[src/rtl/core/mcc_ram.sv]
// ----------------------------------------------------------------------------
// mcc_ram
// Single-port-write, single-port-read synchronous RAM with a registered read,
// write-first on a same-address collision.
// ----------------------------------------------------------------------------
`default_nettype none

module mcc_ram #(
    parameter  int WIDTH = 8,
    parameter  int DEPTH = 16,
    localparam int AW    = (DEPTH > 1) ? $clog2(DEPTH) : 1
) (
    input  wire logic             i_clk,
    input  wire logic             i_we,
    input  wire logic [AW-1:0]    i_waddr,
    input  wire logic [WIDTH-1:0] i_wdata,
    input  wire logic [AW-1:0]    i_raddr,
    output logic      [WIDTH-1:0] o_rdata
);

    logic [WIDTH-1:0] r_mem [DEPTH];
    logic [WIDTH-1:0] r_rdata;

    always_ff @(posedge i_clk) begin
        if (i_we) begin
            r_mem[i_waddr] <= i_wdata;
        end
    end

    // Forward the write data when the same entry is read in the same cycle
    always_ff @(posedge i_clk) begin
        if (i_we && (i_waddr == i_raddr)) begin
            r_rdata <= i_wdata;
        end else begin
            r_rdata <= r_mem[i_raddr];
        end
    end

    assign o_rdata = r_rdata;

endmodule

`default_nettype wire

[config.mk]
export PLATFORM = sky130hd
export DESIGN_NAME = mcc_ram
export DESIGN_NICKNAME = d
export VERILOG_FILES = /design/src/rtl/core/mcc_ram.sv
export SDC_FILE = /design/constraint.sdc
export NUM_CORES = 1
export LEC_CHECK = 0
export BUFFER_PORTS_ARGS = -buffer_cell sky130_fd_sc_hd__buf_2
export CAP_MARGIN = 15
export CORE_MARGIN = 2
export CORE_UTILIZATION = 49
export CTS_CLUSTER_DIAMETER = 200
export DETAILED_ROUTE_END_ITERATION = 6
export PLACE_DENSITY = 0.66
export SLEW_MARGIN = 40
export SYNTH_ARGS = -nofsm -noshare
export SYNTH_HDL_FRONTEND = slang
export SYNTH_SLANG_ARGS = --single-unit
[constraint.sdc]
create_clock -name i_clk -period 2.2 [get_ports i_clk]
set_input_delay 0.33 -clock i_clk [delete_from_list [all_inputs] [get_ports i_clk]]
set_output_delay 0.33 -clock i_clk [all_outputs]
set_load 0.02 [all_outputs]
==> metrics.cfg, run 1 <==
[grt]
met1_usage_pct=29.0
track_usage_pct=19.7
busiest_layer=met2
antenna_found_initial=0
grt_pass1_wl_um=15400
global_route.usage.met2_pct=29.5
grt_pass1_vias=2546
grt_use_met3_pct=3.90
gr-total-overflow=0
grt_max_degree=21

[clock_network]
cts_tree=done
htree_levels=4
cts_inserted_buffers=17
clkSinkCount=132
path_clk_slew_ns=0.06
clk_root_buffer_cell=clkbuf_8
clockBufferDepth=2

[synth]
netlist_area_um2=5070
synth_common_cells=edfxtp_1 (128), mux4_2 (18), a22oi_1 (16), mux4_1 (14), nor2_1 (13)
synth_area_leaders=edfxtp_1 (76%), mux4_2 (8.0%), mux4_1 (7.3%), a22oi_1 (2.4%), dfxtp_1 (1.6%)
syn_nets=243
async_flop_share_pct=0
syn_avg_cell_area_um2=22.5
synth_edf_count=128
ys_warn_count=0
synth-main-ff-cell=edfxtp_1
yosysTopAreaCell=edfxtp_1
ys_seq_elements=132
synth-seq-area-share_pct=77.4
synth_cells=225
yosysMostFrequentCell=edfxtp_1
synth_top_area_share_pct=75.9
ys_types=19

[timing]
setup_viol=8
finalSetupTns_ns=-1.60
maxSlewHeadroom_pct=65.4
hold_violations=0
timing.final.ws_setup_ns=-0.233
hold_slack_ns=0.185
rsz0062_at_grt=true
worst_pin_slew_ns=0.519
max_freq_mhz=411
fin_crit_ns=2.43
final.period_utilization_pct=111
final_max_slew_viol_count=0

[layout]
area_delta_synth_final_pct=20.2
fin_util_pct=59.8
top_register=r_mem
fin_nets=307
diodes=0
drive_gt1_share_pct=39.7
largest_register_ffs=128
top_regs=r_mem: 128 flops
fin_area_um2=6090

[route]
wire_per_inst_um=23.3
vias=2470
wl_um=10200
drtAntennaViolNets=0
first_iter_violations=229
drt-pass1-iter-count=5
route.detailed.drc=0
via_per_inst=5.64

[placed_design]
dp_hpwl_um=6130
port_buffers=25
gp_congestion=0.759
dpl-instance-area_um2=5480

[floorplanning]
die_width_um=106
dieHeight_um=106
io_pins=26
start_util_pct=49.8
core_area_um2=10200
die_area_um2=11200
num_rows=37

[pwr]
power.total_mw=5.64
leakage_nw=2.04
powerDensity_nw_per_um2=927
vdd.ir_drop.worst_uv=535

[critical_path]
worstSetupPathType=flip-flop to primary output
worstSetupEndpointType=primary output
cp_max_fo=11
cp.arrival_ns=2.10
required_ns=1.87
startpoint_type=flip-flop

[min_path]
hp-class=primary input to flip-flop

[job]
maxCapViolations=0

[run_status]
outcome=complete, but fails checks
violations=negative setup slack

-- path summary, 6_finish.rpt --
path       start          end  cells past startpoint
max    flip-flop   o_rdata[2]                      5
min   i_wdata[4]  r_mem[5][4]                      1
-- logic make-up (layout without fill, tap and decap cells) --
logic type             count (synthesis)  count (layout)  share of synthesized area [%]
and+or+nand+nor                       35              35                           3.23
DFF                                  132             132                           77.4
buffers and inverters                 10              87                           1.70
AOI/OAI and AO/OA                     16              16                           2.37
muxes                                 32              32                           15.3
-- through the flow --
step,std cells,setup slack [ns]
detailed placement,400,0.175
global route,438,-0.304
finish,438,-0.233
CTS,438,-0.263
floorplan,225,0.377
global placement,400,0.185
-- layout make-up --
cell class                      instances  area [um2]
Clock inverter                         13         111
Fill cell                             745        4100
Multi-Input combinational cell         83        1040
Timing Repair Buffer                   55         415
Tap cell                              136         170
Sequential cell                       132        3930
Clock buffer                           19         422
-- worst max-delay path, cell delays in order (launching register included) --
cell and delay (ns):
dfxtp_4 0.41, buf_12 0.17, mux4_2 0.55, a22oi_2 0.18, nand2_1 0.09, buf_2 0.16
-- per-layer routing --
| layer | up-vias | wire, um |
|---|---|---|
| li1 | 1078 | - |
| met1 | 1281 | 4410 |
| met2 | 103 | 5070 |
| met3 | 8 | 628 |
| met4 | 0 | 85 |
| met5 | - | 0 |
-- layout by cell type, fill, tap and decap left out, drive strengths merged, types with 3 or more instances in the layout --
cell type,n
buf,50
nor3,4
clkinvlp,3
nor2,13
clkinv,8
edfxtp,128
dfxtp,4
a22oi,16
dlygate4sd3,4
mux4,32
nand2,9
clkbuf,20
-- timing repair --
| item | CTS | global route |
|---|---|---|
| gates resized for setup | 18 | 4 |
| cloned | 1 | 1 |
| setup endpoints to repair | 8 | 8 |
| pin swaps | 0 | 1 |
| buffers inserted | 1 | 0 |
| hold buffers | 4 | 0 |
| hold endpoints to repair | 4 | 0 |
-- report_power, final --
| part | internal, mW | switching (mW) |
|---|---|---|
| registers | 2.81 | 0.0159 |
| clock network | 1.49 | 1.01 |
| logic | 0.140 | 0.179 |
Note: power is estimated with default switching activity, not from simulation.
==> run 2, diff against run 1 <==
--- a/config.mk
+++ b/config.mk
@@ -5,13 +5,14 @@
 export SDC_FILE = /design/constraint.sdc
 export NUM_CORES = 1
 export LEC_CHECK = 0
+export ABC_AREA = 1
 export BUFFER_PORTS_ARGS = -buffer_cell sky130_fd_sc_hd__buf_2
 export CAP_MARGIN = 15
 export CORE_MARGIN = 2
 export CORE_UTILIZATION = 49
 export CTS_CLUSTER_DIAMETER = 200
 export DETAILED_ROUTE_END_ITERATION = 6
-export PLACE_DENSITY = 0.66
+export PLACE_DENSITY_LB_ADDON = 0.05
 export SLEW_MARGIN = 40
 export SYNTH_ARGS = -nofsm -noshare
 export SYNTH_HDL_FRONTEND = slang
==> run 2 against run 1 <==
Net effect:
- the flow now finishes without violations
- first-iteration DRC count grew 59%
- worst setup slack better by 0.32 ns
- global-route usage increased by 3.0 points
- flip-flop and latch count stayed put
- critical path depth increased by 3
- clock-buffer cell count shrank 1
- via count up 56%
- non-clock buffer count shrank 6
- critical path type unchanged
- critical endpoint is now o_rdata[6]
- largest power group unchanged
==> metrics.cfg, run 2 <==
[route]
wl_um=13700  ; was 10200 um
route.detailed.drc=0  ; unchanged
drtAntennaViolNets=0  ; unchanged
vias=3845  ; was 2470
first_iter_violations=365  ; was 229
drt-pass1-iter-count=5  ; unchanged
via_per_inst=5.15  ; was 5.64
wire_per_inst_um=18.4  ; was 23.3 um

[floorplanning]
dieHeight_um=112  ; was 106 um
start_util_pct=50.0  ; was 49.8%
num_rows=39  ; was 37
core_area_um2=11400  ; was 10200 um2
die_area_um2=12500  ; was 11200 um2
io_pins=26  ; unchanged
die_width_um=112  ; was 106 um

[timing]
final.period_utilization_pct=96.0  ; was 111%
fin_crit_ns=2.11  ; was 2.43 ns
hold_violations=0  ; unchanged
maxSlewHeadroom_pct=55.2  ; was 65.4%
setup_viol=0  ; was 8
finalSetupTns_ns=0  ; was -1.60 ns
timing.final.ws_setup_ns=0.0884  ; was -0.233 ns
final_max_slew_viol_count=0  ; unchanged
worst_pin_slew_ns=0.670  ; was 0.519 ns
max_freq_mhz=474  ; was 411 MHz
rsz0062_at_grt=true  ; unchanged

[pwr]
powerDensity_nw_per_um2=900  ; was 927 nW/um2
vdd.ir_drop.worst_uv=502  ; was 535 uV
leakage_nw=2.91  ; was 2.04 nW

[placed_design]
dpl_worst_slack_ns=0.375  ; was 0.175 ns
port_buffers=25  ; unchanged
dp_hpwl_um=8700  ; was 6130 um
dpl-instance-area_um2=6020  ; was 5480 um2
gp_congestion=0.851  ; was 0.759
placed_cells=714  ; was 400

[synth]
synth-main-ff-cell=edfxtp_1  ; unchanged
yosysTopAreaCell=edfxtp_1  ; unchanged
synth_edf_count=128  ; unchanged
synth_area_leaders=edfxtp_1 (68%), nand2_1 (11%), nand3_1 (8.5%), inv_1 (6.6%), dfxtp_1 (1.4%)  ; was edfxtp_1 (76%), mux4_2 (8.0%), mux4_1 (7.3%), a22oi_1 (2.4%), dfxtp_1 (1.6%)
synth_cells=547  ; was 225
synth-seq-area-share_pct=69.0  ; was 77.4%
syn_avg_cell_area_um2=10.4  ; was 22.5 um2
async_flop_share_pct=0  ; unchanged
synth_top_area_share_pct=67.6  ; was 75.9%
netlist_area_um2=5690  ; was 5070 um2
ys_warn_count=0  ; unchanged
ys_types=12  ; was 19
syn_nets=565  ; was 243
yosysMostFrequentCell=nand2_1  ; was edfxtp_1
synth_common_cells=nand2_1 (173), edfxtp_1 (128), inv_1 (100), nand3_1 (97), nor2_1 (17)  ; was edfxtp_1 (128), mux4_2 (18), a22oi_1 (16), mux4_1 (14), nor2_1 (13)
ys_seq_elements=132  ; unchanged

[clock_network]
postCtsSetupBuffers=0  ; was 1
clk_root_buffer_cell=clkbuf_16  ; was clkbuf_8
clockBufferDepth=2  ; unchanged
hold_buffers=0  ; was 4
clkSinkCount=132  ; unchanged
cts_inserted_buffers=17  ; unchanged
cts_tree=done  ; unchanged
htree_levels=4  ; unchanged
path_clk_slew_ns=0.05  ; was 0.06 ns

[grt]
grt_pass1_wl_um=20800  ; was 15400 um
track_usage_pct=22.7  ; was 19.7%
gr-total-overflow=0  ; unchanged
antenna_found_initial=0  ; unchanged
grt_max_degree=45  ; was 21
grt_pass1_vias=3671  ; was 2546

[critical_path]
cp_num_buf_inv=2  ; unchanged
cp_num_cells=8  ; was 5
startpoint_type=flip-flop  ; unchanged
worstSetupEndpointType=primary output  ; unchanged
slowest_delay_ns=0.39  ; was 0.55 ns
required_ns=1.87  ; about the same
worstSetupPathType=flip-flop to primary output  ; unchanged
cp_max_fo=44  ; was 11
path_cells=buf_12, nand2_1, nand2_1, nand2_1, nand3_1, nand3_1, nand2_1, buf_2  ; was buf_12, mux4_2, a22oi_2, nand2_1, buf_2
cp.arrival_ns=1.78  ; was 2.10 ns
critPathSlowestCell=dfxtp_4  ; was mux4_2
cp_top_family=simple AND/OR/NAND/NOR gates  ; was multiplexers
cpMostUsedCell=nand2_1

[layout]
largest_register_ffs=128  ; unchanged
area_delta_synth_final_pct=17.4  ; was 20.2%
fin_util_pct=58.7  ; was 59.8%
mostFrequentLayoutCell=nand2_1  ; was edfxtp_1
layout_common_cells=nand2_1 (173), edfxtp_1 (128), inv_1 (100)  ; was edfxtp_1 (128), mux4_2 (31), buf_2 (25)
top_regs=r_mem: 128 flops  ; unchanged
fin_cells=747  ; was 438
top_register=r_mem  ; unchanged
diodes=0  ; unchanged
fin_area_um2=6670  ; was 6090 um2
final-seq-area_um2=3930  ; unchanged
drive_gt1_share_pct=13.7  ; was 39.7%
multi_input_area_um2=1210  ; was 1040 um2
fin_nets=609  ; was 307
fillers=976  ; was 745

[min_path]
hp-class=primary input to flip-flop  ; unchanged
holdPathStages=1  ; unchanged
hold_start=i_raddr[1]  ; was i_wdata[4]

[job]
maxCapViolations=0  ; unchanged

[run_status]
outcome=complete, no violations  ; was complete, but fails checks

run 2: power breakdown:
| part | internal [mW] | leakage [nW] | switching [mW] | total (mW) |
|---|---|---|---|---|
| Combinational | 0.118 | 1.44 | 0.273 | 0.391 |
| Clock | 1.77 | 0.281 | 1.02 | 2.79 |
| Sequential | 2.81 | 1.19 | 0.0166 | 2.83 |
| Total | 4.70 | 2.91 | 1.31 | 6.01 |
run 2: area by class of cell:
| type | instances | share of cell area (%) |
|---|---|---|
| Inverter | 102 | 5.85 |
| Clock inverter | 14 | 2.44 |
| Clock buffer | 18 | 6.43 |
| Multi-Input combinational cell | 289 | 18.2 |
| Sequential cell | 132 | 58.8 |
| Tap cell | 143 | 2.68 |
| Timing Repair Buffer | 49 | 5.57 |
run 2: metal layers:
layer	routed length (um)	GRT usage, %	vias up
met5	0	0	-
met4	246	7.98	0
met3	809	4.52	19
met2	6640	36.1	138
met1	6030	31.6	1836
li1	-	-	1852
run 2: timing repair:
action,4_1_cts,5_1_grt
gates cloned,0,1
gates resized for setup,3,8
setup endpoints to repair,7,8
run 2: cell families after synthesis:
family                 count (synthesis)  share of synthesized area (%)
AND/OR/NAND/NOR                      289                           21.3
buffers and inverters                126                           9.66
flip-flops                           132                           69.0
run 2: final timing paths:
| path | to | slack (ns) |
|---|---|---|
| hold / removal | flip-flop | 0.02 |
| setup / recovery | o_rdata[6] | 0.09 |
run 2: per-stage QoR:
step	hold slack, ns	total power, mW
6_report	0.0224	6.01
3_3_place_gp	0.433	3.25
2_1_floorplan	0.358	3.10
3_5_place_dp	0.438	3.26
5_1_grt	0.00934	6.20
4_1_cts	0.00433	6.04
==> run 3, diff against run 2 <==
--- a/config.mk
+++ b/config.mk
@@ -6,12 +6,14 @@
 export NUM_CORES = 1
 export LEC_CHECK = 0
 export ABC_AREA = 1
+export ABC_CLOCK_PERIOD_IN_PS = 2200
 export BUFFER_PORTS_ARGS = -buffer_cell sky130_fd_sc_hd__buf_2
 export CAP_MARGIN = 15
 export CORE_MARGIN = 2
 export CORE_UTILIZATION = 49
 export CTS_CLUSTER_DIAMETER = 200
 export DETAILED_ROUTE_END_ITERATION = 6
+export GPL_TIMING_DRIVEN = 0
 export PLACE_DENSITY_LB_ADDON = 0.05
 export SLEW_MARGIN = 40
 export SYNTH_ARGS = -nofsm -noshare
==> run 3 against run 2 <==
Net effect:
- clock power about the same
- worst setup slack worse by 0.015 ns
- fmax down 0.69%
- clock-buffer cell count down 1
- critical path depth down 1
- final cell count up 0.80%
- die area unchanged
- flip-flop and latch count unchanged
- highest routed layer unchanged
- worst hold slack worse by 0.0030 ns
- largest cell class unchanged
- wire length up 3.8%
==> metrics.cfg, run 3 (synthesis results as in run 2) <==
[run_status]
outcome=complete, no violations  ; unchanged

[layout]
diodes=0  ; unchanged
mostFrequentLayoutCell=nand2_1  ; unchanged
fin_nets=615  ; was 609
fin_cells=753  ; was 747
drive_gt1_share_pct=14.9  ; was 13.7%
top_regs=r_mem: 128 flops  ; unchanged
top_register=r_mem  ; unchanged
largest_register_ffs=128  ; unchanged
fillers=987  ; was 976
layout_common_cells=nand2_1 (172), edfxtp_1 (128), inv_1 (99)  ; was nand2_1 (173), edfxtp_1 (128), inv_1 (100)
final-seq-area_um2=3930  ; unchanged
area_delta_synth_final_pct=18.2  ; was 17.4%
multi_input_area_um2=1230  ; was 1210 um2

[route]
first_iter_violations=372  ; was 365
wl_um=14200  ; was 13700 um
drt-pass1-iter-count=4  ; was 5
drtAntennaViolNets=0  ; unchanged
wire_per_inst_um=18.9  ; was 18.4 um
vias=3879  ; was 3845
via_per_inst=5.15  ; about the same
route.detailed.drc=0  ; unchanged

[critical_path]
cp_num_buf_inv=3  ; was 2
cp_max_fo=10  ; was 44
worstSetupEndpointType=primary output  ; unchanged
cpMostUsedCell=nand3_1  ; was nand2_1
cp_num_cells=7  ; was 8
startpoint_type=flip-flop  ; unchanged
required_ns=1.87  ; about the same
slowest_delay_ns=0.30  ; was 0.39 ns
cp_top_family=buffers and inverters  ; was simple AND/OR/NAND/NOR gates
worstSetupPathType=flip-flop to primary output  ; unchanged
critPathSlowestCell=dfxtp_1  ; was dfxtp_4
path_cells=buf_2, clkbuf_4, nand3_1, nand3_1, nand3_1, nand2_1, buf_2  ; was buf_12, nand2_1, nand2_1, nand2_1, nand3_1, nand3_1, nand2_1, buf_2
cp.arrival_ns=1.80  ; was 1.78 ns

[timing]
fin_crit_ns=2.13  ; was 2.11 ns
final.period_utilization_pct=96.6  ; was 96.0%
worst_pin_slew_ns=0.757  ; was 0.670 ns
finalSetupTns_ns=0  ; unchanged
maxSlewHeadroom_pct=49.3  ; was 55.2%
max_freq_mhz=470  ; was 474 MHz
final_max_slew_viol_count=0  ; unchanged
setup_viol=0  ; unchanged
hold_violations=0  ; unchanged

[min_path]
holdPathStages=1  ; unchanged
hp-class=primary input to flip-flop  ; unchanged
hold_start=i_raddr[3]  ; was i_raddr[1]

[grt]
grt_pass1_vias=3764  ; was 3671
gr-total-overflow=0  ; unchanged
grt_pass1_wl_um=21800  ; was 20800 um
track_usage_pct=24.2  ; was 22.7%
grt_max_degree=17  ; was 45
antenna_found_initial=0  ; unchanged

[placed_design]
gp_congestion=0.907  ; was 0.851
placed_cells=715  ; was 714
port_buffers=25  ; unchanged
dp_hpwl_um=9140  ; was 8700 um

[floorplanning]
die_width_um=112  ; unchanged
dieHeight_um=112  ; unchanged
num_rows=39  ; unchanged
io_pins=26  ; unchanged
start_util_pct=50.0  ; unchanged
die_area_um2=12500  ; unchanged
core_area_um2=11400  ; unchanged

[pwr]
leakage_nw=2.91  ; about the same
powerDensity_nw_per_um2=901  ; was 900 nW/um2
vdd.ir_drop.worst_uv=558  ; was 502 uV

[clock_network]
clockBufferDepth=2  ; unchanged
cts_tree=done  ; unchanged
htree_levels=4  ; unchanged
clk_root_buffer_cell=clkbuf_16  ; unchanged
clkSinkCount=132  ; unchanged
path_clk_slew_ns=0.06  ; was 0.05 ns
cts_inserted_buffers=17  ; unchanged

[job]
maxCapViolations=0  ; unchanged

run 3: changes by cell type in the layout (fill, tap and decap cells not counted), sizes merged:
cell	change
inv	-1
buf	+2
clkbuf	+1
clkinv	+2
dlygate4sd3	+2
run 3: metrics by stage:
| step | setup WS [ns] | hold slack, ns | cell area, um2 | util [%] | power (mW) |
|---|---|---|---|---|---|
| floorplan | 0.837 | 0.358 | 5690 | - | 3.10 |
| detailed placement | 0.377 | 0.436 | 5990 | 52.7 | 3.27 |
| finish | 0.0737 | 0.0193 | 6720 | 59.1 | 6.06 |
| CTS | -0.00278 | 0.00536 | 6590 | 58.0 | 6.06 |
| global route | -0.000894 | 0.00518 | 6720 | 59.1 | 6.24 |
| global placement | 0.307 | 0.432 | 5990 | 52.7 | 3.27 |
run 3: how the worst max path moves through the flow:
stage	slack, ns	endpoint
after CTS	-0.003	o_rdata[7]
after global placement	0.31	r_mem[7][7]
final	0.07	o_rdata[0]
after global routing	-0.0009	o_rdata[3]
after floorplan	0.84	o_rdata[5]
after detailed placement	0.38	r_mem[6][7]
run 3: repair_timing:
item | CTS | global route
hold buffers | 0 | 2
cloned | 0 | 1
gates resized for setup | 3 | 27
hold endpoints to repair | 0 | 2
endpoints found under the setup margin | 7 | 8
setup buffers | 0 | 3
pin swaps | 0 | 1
run 3: power breakdown:
| part | switching, mW | internal, mW | leakage (nW) |
|---|---|---|---|
| clock | 1.04 | 1.76 | 0.281 |
| sequential | 0.0133 | 2.81 | 1.19 |
| combinational | 0.296 | 0.133 | 1.44 |
run 3: layer usage:
metal / GRT usage, % / part of all wire, %
met5: 0 / 0
met4: 8.48 / 2.0
met3: 5.72 / 7.0
met2: 36.4 / 45
met1: 34.8 / 46
run 3: area by class of cell:
| cell class | instances | share of cell area (%) |
|---|---|---|
| well taps | 143 | 2.66 |
| multi-input cells | 289 | 18.3 |
| inverters | 102 | 5.83 |
| flip-flops and latches | 132 | 58.4 |
| repair buffers | 31 | 2.61 |
| clock buffers | 17 | 6.33 |
| plain buffers | 24 | 3.37 |
| clock inverters | 15 | 2.46 |
