### config.mk
export PLATFORM = sky130hd
export DESIGN_NAME = mcc_ctrl
export DESIGN_NICKNAME = d
export VERILOG_FILES = /design/src/rtl/core/mcc_pkg.sv /design/src/rtl/core/mcc_ctrl.sv
export SDC_FILE = /design/constraint.sdc
export NUM_CORES = 1
export LEC_CHECK = 0
export ABC_AREA = 1
export ABC_CLOCK_PERIOD_IN_PS = 3550
export BUFFER_PORTS_ARGS = -buffer_cell sky130_fd_sc_hd__buf_2
export CORE_UTILIZATION = 53
export DETAILED_ROUTE_END_ITERATION = 6
export PLACE_DENSITY = 0.86
export SYNTH_ARGS = -nofsm -noshare
export SYNTH_HDL_FRONTEND = slang
export SYNTH_SLANG_ARGS = --single-unit
### constraint.sdc
create_clock -name i_clk -period 3.55 [get_ports i_clk]
set_input_delay 0.71 -clock i_clk [delete_from_list [all_inputs] [get_ports i_clk]]
set_output_delay 0.71 -clock i_clk [all_outputs]
set_load 0.01 [all_outputs]
### src/rtl/core/mcc_pkg.sv
// ----------------------------------------------------------------------------
// mcc_pkg
// Shared widths, codes and interface structs of the minimum coin change block.
// ----------------------------------------------------------------------------
`default_nettype none

package mcc_pkg;

    // Sizing
    localparam int MAX_COINS  = 16;
    localparam int MAX_AMOUNT = 1023;

    // Field widths
    localparam int CMD_W  = 1;
    localparam int IDX_W  = 4;
    localparam int COIN_W = 10;
    localparam int TGT_W  = 10;
    localparam int MINC_W = 10;
    localparam int CCNT_W = 5;

    // Derived storage widths
    localparam int CIDX_W = (MAX_COINS > 1) ? $clog2(MAX_COINS) : 1;
    localparam int USED_W = $clog2(MAX_COINS + 1);
    localparam int AW     = $clog2(MAX_AMOUNT + 1);
    localparam int CNT_W  = 11;

    // Saturating marker for an amount that cannot be made
    localparam logic [CNT_W-1:0] INF_MARK = {CNT_W{1'b1}};

    // Command codes
    localparam logic [CMD_W-1:0] CMD_LOAD  = 1'b0;
    localparam logic [CMD_W-1:0] CMD_QUERY = 1'b1;

    typedef struct packed {
        logic              we;
        logic [CIDX_W-1:0] waddr;
        logic [COIN_W-1:0] wdata;
        logic [CIDX_W-1:0] raddr;
    } t_coin_req;

    typedef struct packed {
        logic             we;
        logic [AW-1:0]    waddr;
        logic [CNT_W-1:0] wdata;
        logic [AW-1:0]    raddr_a;
        logic [AW-1:0]    raddr_b;
    } t_row_req;

    typedef struct packed {
        logic              valid;
        logic [MINC_W-1:0] min_coins;
        logic              reachable;
    } t_result;

endpackage

`default_nettype wire

### src/rtl/core/mcc_ctrl.sv
// ----------------------------------------------------------------------------
// mcc_ctrl
// Sequencer of the coin change block: coin loads, row initialization,
// per-coin read-modify-write sweep of the best count row, result read.
// ----------------------------------------------------------------------------
`default_nettype none

module mcc_ctrl (
    input  wire logic                        i_clk,
    input  wire logic                        i_rst_n,
    input  wire logic                        i_in_valid,
    output logic                             o_in_stall,
    input  wire logic [mcc_pkg::CMD_W-1:0]   i_command,
    input  wire logic [mcc_pkg::IDX_W-1:0]   i_coin_index,
    input  wire logic [mcc_pkg::COIN_W-1:0]  i_coin_value,
    input  wire logic [mcc_pkg::TGT_W-1:0]   i_target_amount,
    input  wire logic [mcc_pkg::USED_W-1:0]  i_used,
    input  wire logic                        i_out_free,
    input  wire logic [mcc_pkg::COIN_W-1:0]  i_coin_rd,
    input  wire logic [mcc_pkg::CNT_W-1:0]   i_row_rd_a,
    input  wire logic [mcc_pkg::CNT_W-1:0]   i_row_rd_b,
    output mcc_pkg::t_coin_req               o_coin_req,
    output mcc_pkg::t_row_req                o_row_req,
    output mcc_pkg::t_result                 o_res
);

    typedef enum logic [6:0] {
        S_IDLE     = 7'b0000001,
        S_INIT     = 7'b0000010,
        S_COIN_RD  = 7'b0000100,
        S_COIN_CHK = 7'b0001000,
        S_UPD      = 7'b0010000,
        S_FIN_RD   = 7'b0100000,
        S_FIN      = 7'b1000000
    } t_state;

    t_state                        r_state, n_state;
    logic [mcc_pkg::AW-1:0]        r_a, n_a;
    logic [mcc_pkg::USED_W-1:0]    r_c, n_c;
    logic [mcc_pkg::USED_W-1:0]    r_used, n_used;
    logic [mcc_pkg::COIN_W-1:0]    r_coin, n_coin;
    logic [mcc_pkg::AW-1:0]        r_target, n_target;
    logic                          r_iss, n_iss;
    logic                          r_s1_valid, n_s1_valid;
    logic [mcc_pkg::AW-1:0]        r_s1_addr, n_s1_addr;
    logic                          r_none, n_none;

    logic                          accept;
    logic [mcc_pkg::USED_W-1:0]    c_next;
    logic                          last_coin;
    logic                          coin_skip;
    logic [mcc_pkg::CNT_W-1:0]     cand;
    logic [mcc_pkg::CNT_W-1:0]     best;
    logic                          row_reach;

    assign o_in_stall = (r_state != S_IDLE);
    assign accept     = i_in_valid && !o_in_stall;
    assign c_next     = mcc_pkg::USED_W'(r_c + 1'b1);
    assign last_coin  = (c_next == r_used);
    assign coin_skip  = (i_coin_rd == '0) || (32'(i_coin_rd) > 32'(r_target));

    // Candidate from amount a-coin, saturating at the marker
    assign cand = (i_row_rd_a >= mcc_pkg::INF_MARK) ? mcc_pkg::INF_MARK
                                                     : mcc_pkg::CNT_W'(i_row_rd_a + 1'b1);
    assign best = (cand < i_row_rd_b) ? cand : i_row_rd_b;
    assign row_reach = (i_row_rd_a < mcc_pkg::INF_MARK);

    // Coin table access
    always_comb begin
        o_coin_req.we    = accept && (i_command == mcc_pkg::CMD_LOAD)
                           && (32'(i_coin_index) < mcc_pkg::MAX_COINS);
        o_coin_req.waddr = mcc_pkg::CIDX_W'(i_coin_index);
        o_coin_req.wdata = i_coin_value;
        o_coin_req.raddr = r_c[mcc_pkg::CIDX_W-1:0];
    end

    // Row access
    always_comb begin
        o_row_req.raddr_b = r_a;
        if ((r_state == S_FIN_RD) || (r_state == S_FIN)) begin
            o_row_req.raddr_a = r_target;
        end else begin
            o_row_req.raddr_a = r_a - mcc_pkg::AW'(r_coin);
        end
        case (r_state)
            S_INIT: begin
                o_row_req.we    = 1'b1;
                o_row_req.waddr = r_a;
                o_row_req.wdata = (r_a == '0) ? '0 : mcc_pkg::INF_MARK;
            end
            S_UPD: begin
                o_row_req.we    = r_s1_valid;
                o_row_req.waddr = r_s1_addr;
                o_row_req.wdata = best;
            end
            default: begin
                o_row_req.we    = 1'b0;
                o_row_req.waddr = r_s1_addr;
                o_row_req.wdata = best;
            end
        endcase
    end

    // Result
    always_comb begin
        o_res.valid     = (r_state == S_FIN);
        o_res.reachable = !r_none && row_reach;
        o_res.min_coins = o_res.reachable ? mcc_pkg::MINC_W'(i_row_rd_a) : '0;
    end

    always_comb begin
        n_state    = r_state;
        n_a        = r_a;
        n_c        = r_c;
        n_used     = r_used;
        n_coin     = r_coin;
        n_target   = r_target;
        n_iss      = r_iss;
        n_s1_valid = 1'b0;
        n_s1_addr  = r_s1_addr;
        n_none     = r_none;
        case (r_state)
            S_IDLE: begin
                if (accept && (i_command == mcc_pkg::CMD_QUERY)) begin
                    n_target = mcc_pkg::AW'(i_target_amount);
                    n_used   = i_used;
                    n_a      = '0;
                    if ((i_used == '0) || (32'(i_target_amount) > mcc_pkg::MAX_AMOUNT)) begin
                        n_none  = 1'b1;
                        n_state = S_FIN;
                    end else begin
                        n_none  = 1'b0;
                        n_state = S_INIT;
                    end
                end
            end
            S_INIT: begin
                n_a = mcc_pkg::AW'(r_a + 1'b1);
                if (r_a == r_target) begin
                    n_c     = '0;
                    n_state = S_COIN_RD;
                end
            end
            S_COIN_RD: begin
                n_state = S_COIN_CHK;
            end
            S_COIN_CHK: begin
                if (coin_skip) begin
                    n_c     = c_next;
                    n_state = last_coin ? S_FIN_RD : S_COIN_RD;
                end else begin
                    n_coin  = i_coin_rd;
                    n_a     = mcc_pkg::AW'(i_coin_rd);
                    n_iss   = 1'b1;
                    n_state = S_UPD;
                end
            end
            S_UPD: begin
                if (r_iss) begin
                    n_a        = mcc_pkg::AW'(r_a + 1'b1);
                    n_s1_valid = 1'b1;
                    n_s1_addr  = r_a;
                    if (r_a == r_target) begin
                        n_iss = 1'b0;
                    end
                end else if (!r_s1_valid) begin
                    n_c     = c_next;
                    n_state = last_coin ? S_FIN_RD : S_COIN_RD;
                end
            end
            S_FIN_RD: begin
                n_state = S_FIN;
            end
            S_FIN: begin
                if (i_out_free) begin
                    n_state = S_IDLE;
                end
            end
            default: begin
                n_state = S_IDLE;
            end
        endcase
    end

    always_ff @(posedge i_clk) begin
        if (!i_rst_n) begin
            r_state    <= S_IDLE;
            r_iss      <= 1'b0;
            r_s1_valid <= 1'b0;
        end else begin
            r_state    <= n_state;
            r_iss      <= n_iss;
            r_s1_valid <= n_s1_valid;
        end
    end

    always_ff @(posedge i_clk) begin
        r_a       <= n_a;
        r_c       <= n_c;
        r_used    <= n_used;
        r_coin    <= n_coin;
        r_target  <= n_target;
        r_s1_addr <= n_s1_addr;
        r_none    <= n_none;
    end

`ifndef ASSERT_OFF
    a_s1_in_range: assert property (@(posedge i_clk) disable iff (!i_rst_n)
        r_s1_valid |-> (r_s1_addr <= r_target))
        else $error("row update beyond target amount");

    a_issue_above_coin: assert property (@(posedge i_clk) disable iff (!i_rst_n)
        ((r_state == S_UPD) && r_iss) |-> (32'(r_a) >= 32'(r_coin)))
        else $error("row sweep address below coin value");

    a_query_busy: assert property (@(posedge i_clk) disable iff (!i_rst_n)
        (accept && (i_command == mcc_pkg::CMD_QUERY)) |=> (r_state != S_IDLE))
        else $error("query transaction dropped");

    a_load_idle: assert property (@(posedge i_clk) disable iff (!i_rst_n)
        o_coin_req.we |-> (r_state == S_IDLE))
        else $error("coin load while a query runs");
`endif

endmodule

`default_nettype wire

==> run_summary.xml, run 1 <==
<?xml version="1.0" encoding="UTF-8"?>
<metrics>
  <group name="synth">
    <metric name="dominantRegCellSynth" unit="">edfxtp_1</metric>
    <metric name="syn_inst" unit="">633</metric>
    <metric name="synth_area" unit="um^2">4800</metric>
    <metric name="post_synth.cell_area_avg" unit="um^2">7.58</metric>
    <metric name="yosysWarningCount" unit="">0</metric>
    <metric name="synthesis.nets" unit="">733</metric>
    <metric name="asyncSetResetFlopFracSynth" unit="">0</metric>
    <metric name="synth.lib_cells_used.distinct" unit="">46</metric>
    <metric name="synth_sequential_area_ratio" unit="">0.357</metric>
    <metric name="number_of_enable_flip_flop_cells_after_synthesis" unit="">51</metric>
    <metric name="number_of_synthesized_register_bits" unit="">60</metric>
  </group>
  <group name="floorplan">
    <metric name="top_level_i_o_count" unit="">140</metric>
    <metric name="rows" unit="">34</metric>
    <metric name="floorplan.initialDensity" unit="">0.550</metric>
    <metric name="design.die.area" unit="um^2">9440</metric>
    <metric name="die_height" unit="um">97.1</metric>
    <metric name="die_w" unit="um">97.1</metric>
    <metric name="core_area" unit="um^2">8720</metric>
  </group>
  <group name="detailed_routing">
    <metric name="dr_total_vias" unit="">4860</metric>
    <metric name="sum_of_routed_wire_length_over_all_layers" unit="mm">13.7</metric>
    <metric name="drc" unit="">0</metric>
    <metric name="drt_first_pass_iters" unit="">7</metric>
    <metric name="antenna_violating_nets_post_route" unit="">0</metric>
    <metric name="route.detailed.vias_per_inst" unit="">5.63</metric>
    <metric name="avgRoutedWirePerCell" unit="um">15.8</metric>
    <metric name="drt_first_iter_violations" unit="">457</metric>
  </group>
  <group name="layout">
    <metric name="fillerInstances" unit="">640</metric>
    <metric name="postLayoutCoreUtil" unit="">0.686</metric>
    <metric name="layoutNonFillerInstCount" unit="">864</metric>
    <metric name="layout.area.seq" unit="um^2">1710</metric>
    <metric name="post-route-cell-area" unit="um^2">5980</metric>
    <metric name="design.final.nets" unit="">851</metric>
    <metric name="drive_gt1_frac" unit="">0.327</metric>
    <metric name="antennaDiodeCount" unit="">0</metric>
    <metric name="synthToLayoutAreaGrowth" unit="%">24.8</metric>
    <metric name="multi_input_comb_area" unit="um^2">2720</metric>
  </group>
  <group name="clocking">
    <metric name="tritoncts.num_buffers" unit="">9</metric>
    <metric name="cts_tree" unit="">yes</metric>
    <metric name="worst_setup_hold_path_clk_slew" unit="ns">0.07</metric>
    <metric name="worst_skew_pair.late_latency" unit="ns">0.35</metric>
    <metric name="holdBufCountCts" unit="">0</metric>
    <metric name="cts_num_sinks" unit="">60</metric>
    <metric name="cts_max_path_buffers" unit="">2</metric>
    <metric name="h_tree_depth_reported_by_cts" unit="">3</metric>
    <metric name="clock-root-buffer" unit="">clkbuf_8</metric>
  </group>
  <group name="timing">
    <metric name="whs" unit="ns">0.530</metric>
    <metric name="max_slew.worst_pin.slew" unit="ns">0.828</metric>
    <metric name="finalSetupViolations" unit="">11</metric>
    <metric name="final_slew_violations" unit="">0</metric>
    <metric name="timing.max_slew.rel_slack" unit="">0.446</metric>
    <metric name="worst_clock_skew" unit="ns">0.0131</metric>
    <metric name="finalWorstSetupSlack" unit="ns">-0.115</metric>
    <metric name="clock.fmax" unit="MHz">273</metric>
    <metric name="period_minus_slack" unit="ns">3.67</metric>
    <metric name="post-route-period-util" unit="">1.03</metric>
    <metric name="timing.final.hold_violations" unit="">0</metric>
    <metric name="rsz0062_at_grt" unit="">yes</metric>
  </group>
  <group name="power">
    <metric name="p_sw" unit="mW">1.45</metric>
    <metric name="power_switching_share" unit="">0.444</metric>
    <metric name="comb_power_share" unit="">0.483</metric>
    <metric name="power_density" unit="nW/um^2">547</metric>
    <metric name="pwr-share-seq" unit="">0.325</metric>
    <metric name="ir_drop" unit="mV">0.415</metric>
    <metric name="share_clk_of_total_power" unit="">0.192</metric>
    <metric name="power.static_leakage" unit="nW">3.02</metric>
    <metric name="internal_power" unit="mW">1.82</metric>
  </group>
  <group name="global_routing">
    <metric name="wire_length_of_the_first_global_routing_pass" unit="mm">20.5</metric>
    <metric name="grt_antenna_before_repair" unit="">0</metric>
    <metric name="grt_use_total" unit="">0.270</metric>
    <metric name="first_global_vias" unit="">4435</metric>
    <metric name="grt_remaining_overflow" unit="">0</metric>
    <metric name="grt_max_degree" unit="">36</metric>
  </group>
  <group name="setup_path">
    <metric name="critPathMostFrequentCell" unit="">inv_1</metric>
    <metric name="end_kind" unit="">output pin</metric>
    <metric name="worst_ep_arrival_time" unit="ns">2.96</metric>
    <metric name="worst_path_cell_with_the_longest_stage_delay" unit="">ha_1</metric>
    <metric name="required" unit="ns">2.84</metric>
    <metric name="crit_chain" unit="">buf_2, nand2_4, nor2_2, nand3_1, xor2_1, nor2_2, inv_1, ha_1, nand2_2, inv_1, nand3_2, inv_1, a21oi_4, buf_6, nand3_2, nand3_1, nand2_1, buf_2</metric>
    <metric name="timing.critical_path.slowest_cell_delay" unit="ns">0.29</metric>
    <metric name="worst-setup-path-type" unit="">primary input to output pin</metric>
    <metric name="critPathMaxFanout" unit="">6</metric>
    <metric name="worstSetupStartpointType" unit="">primary input</metric>
  </group>
  <group name="status">
    <metric name="violations" unit="">setup timing</metric>
    <metric name="outcome" unit="">finished with violations</metric>
  </group>
  <group name="place">
    <metric name="pre_cts_ws" unit="ns">-0.137</metric>
    <metric name="post_dp_cell_area" unit="um^2">5470</metric>
    <metric name="gp_routability_congestion" unit="">0.975</metric>
    <metric name="dp_cells" unit="">844</metric>
    <metric name="hpwlAfterDp" unit="mm">9.72</metric>
    <metric name="io_buffers" unit="">111</metric>
  </group>
  <group name="worst_hold_path">
    <metric name="worstHoldPathType" unit="">flip-flop to flip-flop</metric>
  </group>
  <group name="job">
    <metric name="maxCapViolCount" unit="">0</metric>
  </group>
</metrics>
-- worst max-delay path, delay by kind of cell --
family	cells	cell delay, ns
XOR/XNOR	1	0.16
AO/OA/AOI/OAI	1	0.23
adder cells (fa/ha/maj)	1	0.29
buffers and inverters	6	0.66
AND/OR/NAND/NOR	9	0.89
-- flip-flops by register name (all words and copies together) (netlist names) --
signal	cells
r_none	1
r_coin	10
r_state	7
r_s1_valid	1
r_used	5
r_target	10
r_iss	1
r_s1_addr	10
r_c	5
r_a	10
-- repair_timing --
action / in CTS / in global routing
pin swaps: 12 / 26
setup endpoints to repair: 11 / 11
resized for setup: 28 / 42
hold endpoints to repair: 0 / 0
buffers inserted: 0 / 3
gates cloned: 1 / 0
-- layer usage --
| layer | vias to the layer above | track usage | part of all wire |
|---|---|---|---|
| met3 | 57 | 0.0554 | 0.095 |
| met2 | 327 | 0.458 | 0.48 |
| met4 | 0 | 0.104 | 0.032 |
| met5 | - | 0 | 0 |
| li1 | 2275 | - | - |
| met1 | 2201 | 0.336 | 0.40 |
-- per-stage QoR --
stage,power [mW],TNS (ns)
final,3.27,-0.994
after global routing,3.46,-2.25
after CTS,3.19,-0.0113
after detailed placement,2.54,-1.32
after global placement,2.49,-0.212
after floorplan,2.02,0
-- Yosys cell counts (all sizes together) (10+ instances only) --
cell | number | share of area
inv | 114 | 0.089
ha | 33 | 0.086
nand3 | 53 | 0.060
edfxtp | 51 | 0.32
xor2 | 20 | 0.037
a21oi | 24 | 0.026
nand2 | 154 | 0.12
nand4 | 10 | 0.014
nor2 | 62 | 0.060
buf | 25 | 0.039
nor3 | 14 | 0.016
o21ai | 31 | 0.035
-- logic make-up after synthesis --
family,synth area share
AOI/OAI and AO/OA,0.0858
adders and majority gates,0.0902
buffers and inverters,0.131
DFF,0.357
and+or+nand+nor,0.296
xor gates and xnor gates,0.0402
-- cell usage in the layout, fill, tap and decap left out, types with 5 or more instances in the layout --
cell type	netlist	layout
nand2_4	0	6
buf_2	2	107
ha_1	33	28
ha_4	0	5
edfxtp_1	51	51
nor2_2	7	15
nand2_2	8	10
dfxtp_1	9	9
inv_2	20	23
nand2_1	146	138
a21oi_1	23	19
nor2_4	5	5
o21ai_0	23	20
nor2_1	50	42
nand3_1	50	39
xor2_1	20	19
nor3_1	13	11
nand4_1	9	9
inv_1	94	91
clkbuf_8	0	9
o21ai_1	6	8
nand3_2	2	12
buf_4	20	23
-- worst paths after layout --
kind / start / endpoint / slack, ns / cells after the start
max: i_row_rd_a[5] / o_row_req[24] / -0.12 / 18
min: r_iss / r_iss / 0.53 / 2
max reg2reg: r_state[4] / r_a[1] / 1.12 / 8
min reg2reg: r_iss / r_iss / 0.53 / 2
-- layout make-up --
cell class | count | area share
Multi-Input combinational cell | 430 | 0.454
Clock buffer | 9 | 0.0207
Tap cell | 108 | 0.0226
Timing Repair Buffer | 136 | 0.132
Inverter | 114 | 0.0715
Sequential cell | 60 | 0.286
Clock inverter | 7 | 0.0128
-- power groups by stage --
stage	combinational (mW)	sequential, mW	clock, mW
after floorplan	0.964	1.05	0
after global routing	1.73	1.07	0.660
after global placement	1.42	1.06	0
after detailed placement	1.47	1.07	0
final	1.58	1.06	0.627
after CTS	1.50	1.05	0.629
No activity file was read; power rests on OpenSTA's default activity.
==> run 2: changes to the inputs <==
--- a/config.mk
+++ b/config.mk
@@ -6,7 +6,7 @@
 export NUM_CORES = 1
 export LEC_CHECK = 0
 export ABC_AREA = 1
-export ABC_CLOCK_PERIOD_IN_PS = 3550
+export ABC_CLOCK_PERIOD_IN_PS = 4100
 export BUFFER_PORTS_ARGS = -buffer_cell sky130_fd_sc_hd__buf_2
 export CORE_UTILIZATION = 53
 export DETAILED_ROUTE_END_ITERATION = 6
==> constraint.sdc (replaced) <==
create_clock -name i_clk -period 4.1 [get_ports i_clk]
set_input_delay 0.82 -clock i_clk [delete_from_list [all_inputs] [get_ports i_clk]]
set_output_delay 0.82 -clock i_clk [all_outputs]
set_load 0.01 [all_outputs]
==> run_summary.xml, run 2 (same netlist as run 1, synthesis figures left out) <==
<?xml version="1.0" encoding="UTF-8"?>
<metrics>
  <group name="status">
    <metric name="outcome" unit="">finished, final reports clean</metric>
  </group>
  <group name="clocking">
    <metric name="cts_num_sinks" unit="">60</metric>
    <metric name="worst_skew_pair.late_latency" unit="ns">0.36</metric>
    <metric name="cts_tree" unit="">yes</metric>
    <metric name="postCtsSetupRepairBufs" unit="">0</metric>
    <metric name="clock-root-buffer" unit="">clkbuf_8</metric>
    <metric name="cts_max_path_buffers" unit="">2</metric>
    <metric name="worst_setup_hold_path_clk_slew" unit="ns">0.07</metric>
    <metric name="tritoncts.num_buffers" unit="">9</metric>
    <metric name="h_tree_depth_reported_by_cts" unit="">3</metric>
  </group>
  <group name="detailed_routing">
    <metric name="dr_total_vias" unit="">4579</metric>
    <metric name="sum_of_routed_wire_length_over_all_layers" unit="mm">12.2</metric>
    <metric name="avgRoutedWirePerCell" unit="um">14.5</metric>
    <metric name="drt_first_iter_violations" unit="">404</metric>
    <metric name="antenna_violating_nets_post_route" unit="">0</metric>
    <metric name="drc" unit="">0</metric>
    <metric name="drt_first_pass_iters" unit="">5</metric>
    <metric name="route.detailed.vias_per_inst" unit="">5.44</metric>
  </group>
  <group name="timing">
    <metric name="finalSetupViolations" unit="">0</metric>
    <metric name="timing.final.hold_violations" unit="">0</metric>
    <metric name="final_slew_violations" unit="">0</metric>
    <metric name="clock.fmax" unit="MHz">251</metric>
    <metric name="max_slew.worst_pin.slew" unit="ns">1.16</metric>
    <metric name="worst_clock_skew" unit="ns">0.0107</metric>
    <metric name="finalWorstSetupSlack" unit="ns">0.119</metric>
    <metric name="post-route-period-util" unit="">0.971</metric>
    <metric name="timing.max_slew.rel_slack" unit="">0.223</metric>
    <metric name="period_minus_slack" unit="ns">3.98</metric>
  </group>
  <group name="layout">
    <metric name="final_cell_mix" unit="">144 x nand2_1, 110 x buf_2, 94 x inv_1, 51 x edfxtp_1</metric>
    <metric name="design.final.nets" unit="">829</metric>
    <metric name="drive_gt1_frac" unit="">0.260</metric>
    <metric name="post-route-cell-area" unit="um^2">5550</metric>
    <metric name="layoutNonFillerInstCount" unit="">842</metric>
    <metric name="final_common_cell" unit="">nand2_1</metric>
    <metric name="synthToLayoutAreaGrowth" unit="%">15.8</metric>
    <metric name="antennaDiodeCount" unit="">0</metric>
  </group>
  <group name="setup_path">
    <metric name="worstSetupStartpointType" unit="">primary input</metric>
    <metric name="worst_path_cell_with_the_longest_stage_delay" unit="">ha_1</metric>
    <metric name="worst-setup-path-type" unit="">primary input to output pin</metric>
    <metric name="timing.critical_path.slowest_cell_delay" unit="ns">0.29</metric>
    <metric name="regToRegSetupSlack" unit="ns">1.49</metric>
    <metric name="critPathMaxFanout" unit="">5</metric>
    <metric name="required" unit="ns">3.28</metric>
    <metric name="end_kind" unit="">output pin</metric>
    <metric name="crit_chain" unit="">buf_2, ha_4, nand2_1, nor2_4, nand2_2, xor2_1, nor2_1, inv_1, ha_1, a21oi_1, o21ai_1, a21oi_2, buf_4, nand3_1, nand3_1, nand2_1, buf_2</metric>
    <metric name="worst_ep_arrival_time" unit="ns">3.16</metric>
  </group>
  <group name="floorplan">
    <metric name="core_area" unit="um^2">8720</metric>
    <metric name="top_level_i_o_count" unit="">140</metric>
    <metric name="floorplan.initialDensity" unit="">0.550</metric>
    <metric name="rows" unit="">34</metric>
    <metric name="design.die.area" unit="um^2">9440</metric>
    <metric name="die_w" unit="um">97.1</metric>
    <metric name="die_height" unit="um">97.1</metric>
  </group>
  <group name="global_routing">
    <metric name="grt_antenna_before_repair" unit="">0</metric>
    <metric name="grt_max_degree" unit="">36</metric>
    <metric name="grt_use_total" unit="">0.258</metric>
    <metric name="wire_length_of_the_first_global_routing_pass" unit="mm">19.6</metric>
    <metric name="grt_remaining_overflow" unit="">0</metric>
    <metric name="first_global_vias" unit="">4244</metric>
  </group>
  <group name="place">
    <metric name="gp_routability_congestion" unit="">1.01</metric>
    <metric name="pre_cts_ws" unit="ns">0.0616</metric>
    <metric name="post_dp_cell_area" unit="um^2">5310</metric>
    <metric name="dp_cells" unit="">825</metric>
    <metric name="io_buffers" unit="">111</metric>
    <metric name="hpwlAfterDp" unit="mm">9.47</metric>
  </group>
  <group name="job">
    <metric name="maxCapViolCount" unit="">0</metric>
  </group>
  <group name="power">
    <metric name="power.static_leakage" unit="nW">2.83</metric>
    <metric name="ir_drop" unit="mV">0.261</metric>
    <metric name="power_density" unit="nW/um^2">482</metric>
  </group>
  <group name="worst_hold_path">
    <metric name="worstHoldPathType" unit="">flip-flop to flip-flop</metric>
  </group>
</metrics>
-- run 2: path summary, 6_finish.rpt --
path                  from            end  depth (start not counted)
max          i_row_rd_a[1]  o_row_req[25]                         17
min                  r_iss          r_iss                          2
max reg2reg    r_target[9]         r_c[3]                         10
min reg2reg          r_iss          r_iss                          2
-- run 2: layer usage --
| layer | up-vias | routed length, um | global-route usage |
|---|---|---|---|
| li1 | 2241 | - | - |
| met2 | 233 | 5780 | 0.425 |
| met1 | 2070 | 5160 | 0.331 |
| met3 | 35 | 1010 | 0.0576 |
| met4 | 0 | 296 | 0.101 |
| met5 | - | 0 | 0 |
-- run 2: stage by stage --
step	hold slack (ns)	util	total power, mW	setup TNS [ns]
floorplan	0.478	-	1.75	0
global placement	0.499	0.609	2.13	0
detailed placement	0.506	0.609	2.16	0
CTS	0.513	0.629	2.65	0
global route	0.555	0.637	2.85	-0.420
finish	0.518	0.637	2.67	0
-- run 2: power breakdown --
part / switching, mW / internal [mW] / leakage (nW)
combinational: 0.791 / 0.459 / 2.20
sequential: 0.156 / 0.786 / 0.549
clock: 0.262 / 0.220 / 0.0856
-- run 2: critical path, delay by kind of cell --
family / cells / cell delay [ns]
compound gates: 3 / 0.45
buf+inv: 4 / 0.55
fa+ha+maj: 2 / 0.43
xor+xnor: 1 / 0.15
simple gates: 7 / 0.73
-- run 2: area by class of cell --
class                      instances  area (um^2)
clock inverter                     7         51.3
timing repair buffer             114          584
multi-input combinational        430         2520
clock buffer                       9          124
fill                             741         3170
inverter                         114          428
tap                              108          135
sequential                        60         1710
-- run 2: what timing repair did --
| item | in CTS | in global routing |
|---|---|---|
| endpoints found under the setup margin | 0 | 11 |
| hold endpoints to repair | 0 | 0 |
| resized for setup | 0 | 16 |
| hold buffers | 0 | 0 |
==> run 3: changes to the inputs <==
--- a/config.mk
+++ b/config.mk
@@ -8,9 +8,9 @@
 export ABC_AREA = 1
 export ABC_CLOCK_PERIOD_IN_PS = 4100
 export BUFFER_PORTS_ARGS = -buffer_cell sky130_fd_sc_hd__buf_2
-export CORE_UTILIZATION = 53
+export CORE_UTILIZATION = 50
 export DETAILED_ROUTE_END_ITERATION = 6
-export PLACE_DENSITY = 0.86
+export PLACE_DENSITY = 0.82
 export SYNTH_ARGS = -nofsm -noshare
 export SYNTH_HDL_FRONTEND = slang
 export SYNTH_SLANG_ARGS = --single-unit
==> run_summary.xml, run 3 (same netlist as run 1, synthesis figures left out) <==
<?xml version="1.0" encoding="UTF-8"?>
<metrics>
  <group name="timing">
    <metric name="post-route-period-util" unit="">0.959</metric>
    <metric name="worst_clock_skew" unit="ns">0.0108</metric>
    <metric name="finalSetupViolations" unit="">0</metric>
    <metric name="clock.fmax" unit="MHz">254</metric>
    <metric name="period_minus_slack" unit="ns">3.93</metric>
    <metric name="timing.final.hold_violations" unit="">0</metric>
    <metric name="timing.max_slew.rel_slack" unit="">0.212</metric>
    <metric name="final_slew_violations" unit="">0</metric>
    <metric name="finalWorstSetupSlack" unit="ns">0.168</metric>
    <metric name="max_slew.worst_pin.slew" unit="ns">1.18</metric>
  </group>
  <group name="global_routing">
    <metric name="grt_antenna_before_repair" unit="">0</metric>
    <metric name="grt_max_degree" unit="">36</metric>
    <metric name="grt_remaining_overflow" unit="">0</metric>
    <metric name="grt_use_total" unit="">0.256</metric>
    <metric name="wire_length_of_the_first_global_routing_pass" unit="mm">20.0</metric>
    <metric name="first_global_vias" unit="">4267</metric>
  </group>
  <group name="clocking">
    <metric name="tritoncts.num_buffers" unit="">9</metric>
    <metric name="cts_resized" unit="">0</metric>
    <metric name="h_tree_depth_reported_by_cts" unit="">3</metric>
    <metric name="cts_num_sinks" unit="">60</metric>
    <metric name="postCtsSetupRepairBufs" unit="">0</metric>
    <metric name="cts_max_path_buffers" unit="">2</metric>
    <metric name="clock-root-buffer" unit="">clkbuf_8</metric>
    <metric name="worst_setup_hold_path_clk_slew" unit="ns">0.06</metric>
    <metric name="cts_tree" unit="">yes</metric>
    <metric name="worst_skew_pair.late_latency" unit="ns">0.34</metric>
    <metric name="holdBufCountCts" unit="">0</metric>
  </group>
  <group name="layout">
    <metric name="synthToLayoutAreaGrowth" unit="%">17.0</metric>
    <metric name="final_common_cell" unit="">nand2_1</metric>
    <metric name="design.final.nets" unit="">830</metric>
    <metric name="post-route-cell-area" unit="um^2">5610</metric>
    <metric name="antennaDiodeCount" unit="">0</metric>
    <metric name="final_cell_mix" unit="">145 x nand2_1, 110 x buf_2, 94 x inv_1, 51 x edfxtp_1, 49 x nand3_1</metric>
    <metric name="drive_gt1_frac" unit="">0.260</metric>
  </group>
  <group name="setup_path">
    <metric name="setup.worst_path.start" unit="">i_row_rd_a[1]</metric>
    <metric name="critPathBufInv" unit="">5</metric>
    <metric name="r2r.worst_path.cells" unit="">10</metric>
    <metric name="crit_chain" unit="">buf_2, ha_4, nand2_1, nor2_4, nand2_1, o21ai_1, ha_1, nand2_1, inv_1, nand3_1, inv_1, a21oi_4, buf_6, nand3_1, nand3_1, nand2_1, buf_2</metric>
    <metric name="critical_path.top_delay_family" unit="">simple AND/OR/NAND/NOR gates</metric>
    <metric name="worst_ep_arrival_time" unit="ns">3.11</metric>
    <metric name="worst-setup-path-type" unit="">primary input to output pin</metric>
    <metric name="regToRegSetupSlack" unit="ns">1.58</metric>
    <metric name="crit-reg2reg-capture" unit="">r_c[3]</metric>
    <metric name="worst_path_cell_with_the_longest_stage_delay" unit="">ha_1</metric>
    <metric name="worst_r2r_startpoint" unit="">r_target[5]</metric>
    <metric name="worstSetupStartpointType" unit="">primary input</metric>
    <metric name="required" unit="ns">3.28</metric>
    <metric name="worstSetupPathDepth" unit="">17</metric>
    <metric name="end_kind" unit="">output pin</metric>
    <metric name="timing.critical_path.slowest_cell_delay" unit="ns">0.31</metric>
    <metric name="critPathMaxFanout" unit="">6</metric>
    <metric name="critPathMostFrequentCell" unit="">nand2_1</metric>
  </group>
  <group name="place">
    <metric name="hpwlAfterDp" unit="mm">9.88</metric>
    <metric name="pre_cts_ws" unit="ns">0.0408</metric>
    <metric name="gp_routability_congestion" unit="">0.946</metric>
    <metric name="io_buffers" unit="">111</metric>
    <metric name="post_dp_cell_area" unit="um^2">5350</metric>
  </group>
  <group name="detailed_routing">
    <metric name="antenna_violating_nets_post_route" unit="">0</metric>
    <metric name="drt_first_pass_iters" unit="">5</metric>
    <metric name="dr_total_vias" unit="">4558</metric>
    <metric name="drt_first_iter_violations" unit="">403</metric>
    <metric name="detail_route.wirelength.met1" unit="mm">5.61</metric>
    <metric name="routed-wl-met2" unit="mm">5.96</metric>
    <metric name="sum_of_routed_wire_length_over_all_layers" unit="mm">12.7</metric>
    <metric name="avgRoutedWirePerCell" unit="um">14.7</metric>
    <metric name="route.detailed.vias_per_inst" unit="">5.28</metric>
    <metric name="drc" unit="">0</metric>
    <metric name="highest_layer" unit="">met4</metric>
    <metric name="wl_met3" unit="um">920</metric>
  </group>
  <group name="power">
    <metric name="ir_drop" unit="mV">0.258</metric>
    <metric name="power.static_leakage" unit="nW">2.84</metric>
    <metric name="power_density" unit="nW/um^2">479</metric>
  </group>
  <group name="worst_hold_path">
    <metric name="worstHoldEndpoint" unit="">r_iss</metric>
    <metric name="worstHoldPathType" unit="">flip-flop to flip-flop</metric>
    <metric name="hold_path.startpoint" unit="">r_iss</metric>
    <metric name="timing.hold.worst_path_depth" unit="">2</metric>
  </group>
  <group name="floorplan">
    <metric name="floorplan.initialDensity" unit="">0.517</metric>
    <metric name="top_level_i_o_count" unit="">140</metric>
    <metric name="die_height" unit="um">100</metric>
    <metric name="core_area" unit="um^2">9280</metric>
    <metric name="design.die.area" unit="um^2">9990</metric>
    <metric name="rows" unit="">35</metric>
    <metric name="die_w" unit="um">100</metric>
  </group>
  <group name="status">
    <metric name="outcome" unit="">finished, final reports clean</metric>
  </group>
  <group name="job">
    <metric name="maxCapViolCount" unit="">0</metric>
  </group>
</metrics>
[run 3: cell count changes in the layout (fill, tap and decap cells not counted), sizes merged]
cell / change
buf: +1
inv: -1
clkinvlp: -2
clkbuf: +4
clkinv: -1
[run 3: worst max path at each step]
| stage | endpoint | slack, ns |
|---|---|---|
| finish | o_row_req[29] | 0.17 |
| global route | o_row_req[20] | -0.004 |
| CTS | o_row_req[29] | 0.04 |
| detailed placement | o_row_req[29] | 0.04 |
| global placement | o_row_req[21] | 0.16 |
| floorplan | o_row_req[20] | 0.52 |
[run 3: per-layer routing]
metal,track usage,vias up
met1,0.351,2065
met5,0,-
li1,-,2240
met2,0.414,229
met3,0.0334,24
met4,0.101,0
[run 3: per-stage QoR]
stage	std cells	setup TNS, ns	hold slack, ns	utilization	power, mW
floorplan	633	0	0.478	-	1.75
CTS	863	0	0.522	0.594	2.66
global placement	847	0	0.493	0.576	2.17
detailed placement	847	0	0.515	0.576	2.20
global route	864	-0.00356	0.544	0.604	2.87
finish	864	0	0.525	0.604	2.69
[run 3: worst register-to-register path: stages, from the launching register on]
cell,delay [ns]
edfxtp_1,0.43
inv_1,0.09
ha_1,0.29
nand2_1,0.08
nor2_1,0.14
nand3_1,0.10
nand3_1,0.11
nand2_1,0.06
nand2_1,0.16
nor2_4,0.12
nor3_1,0.56
[run 3: power by group]
part	switching [mW]	leakage [nW]	internal, mW
clock	0.233	0.0848	0.233
combinational	0.817	2.21	0.468
sequential	0.153	0.549	0.786
[run 3: final cells by class]
class | count | area [um^2]
timing repair buffer | 115 | 596
tap | 129 | 161
inverter | 114 | 428
sequential | 60 | 1710
fill | 847 | 3670
clock inverter | 3 | 13.8
clock buffer | 13 | 149
multi-input combinational | 430 | 2550
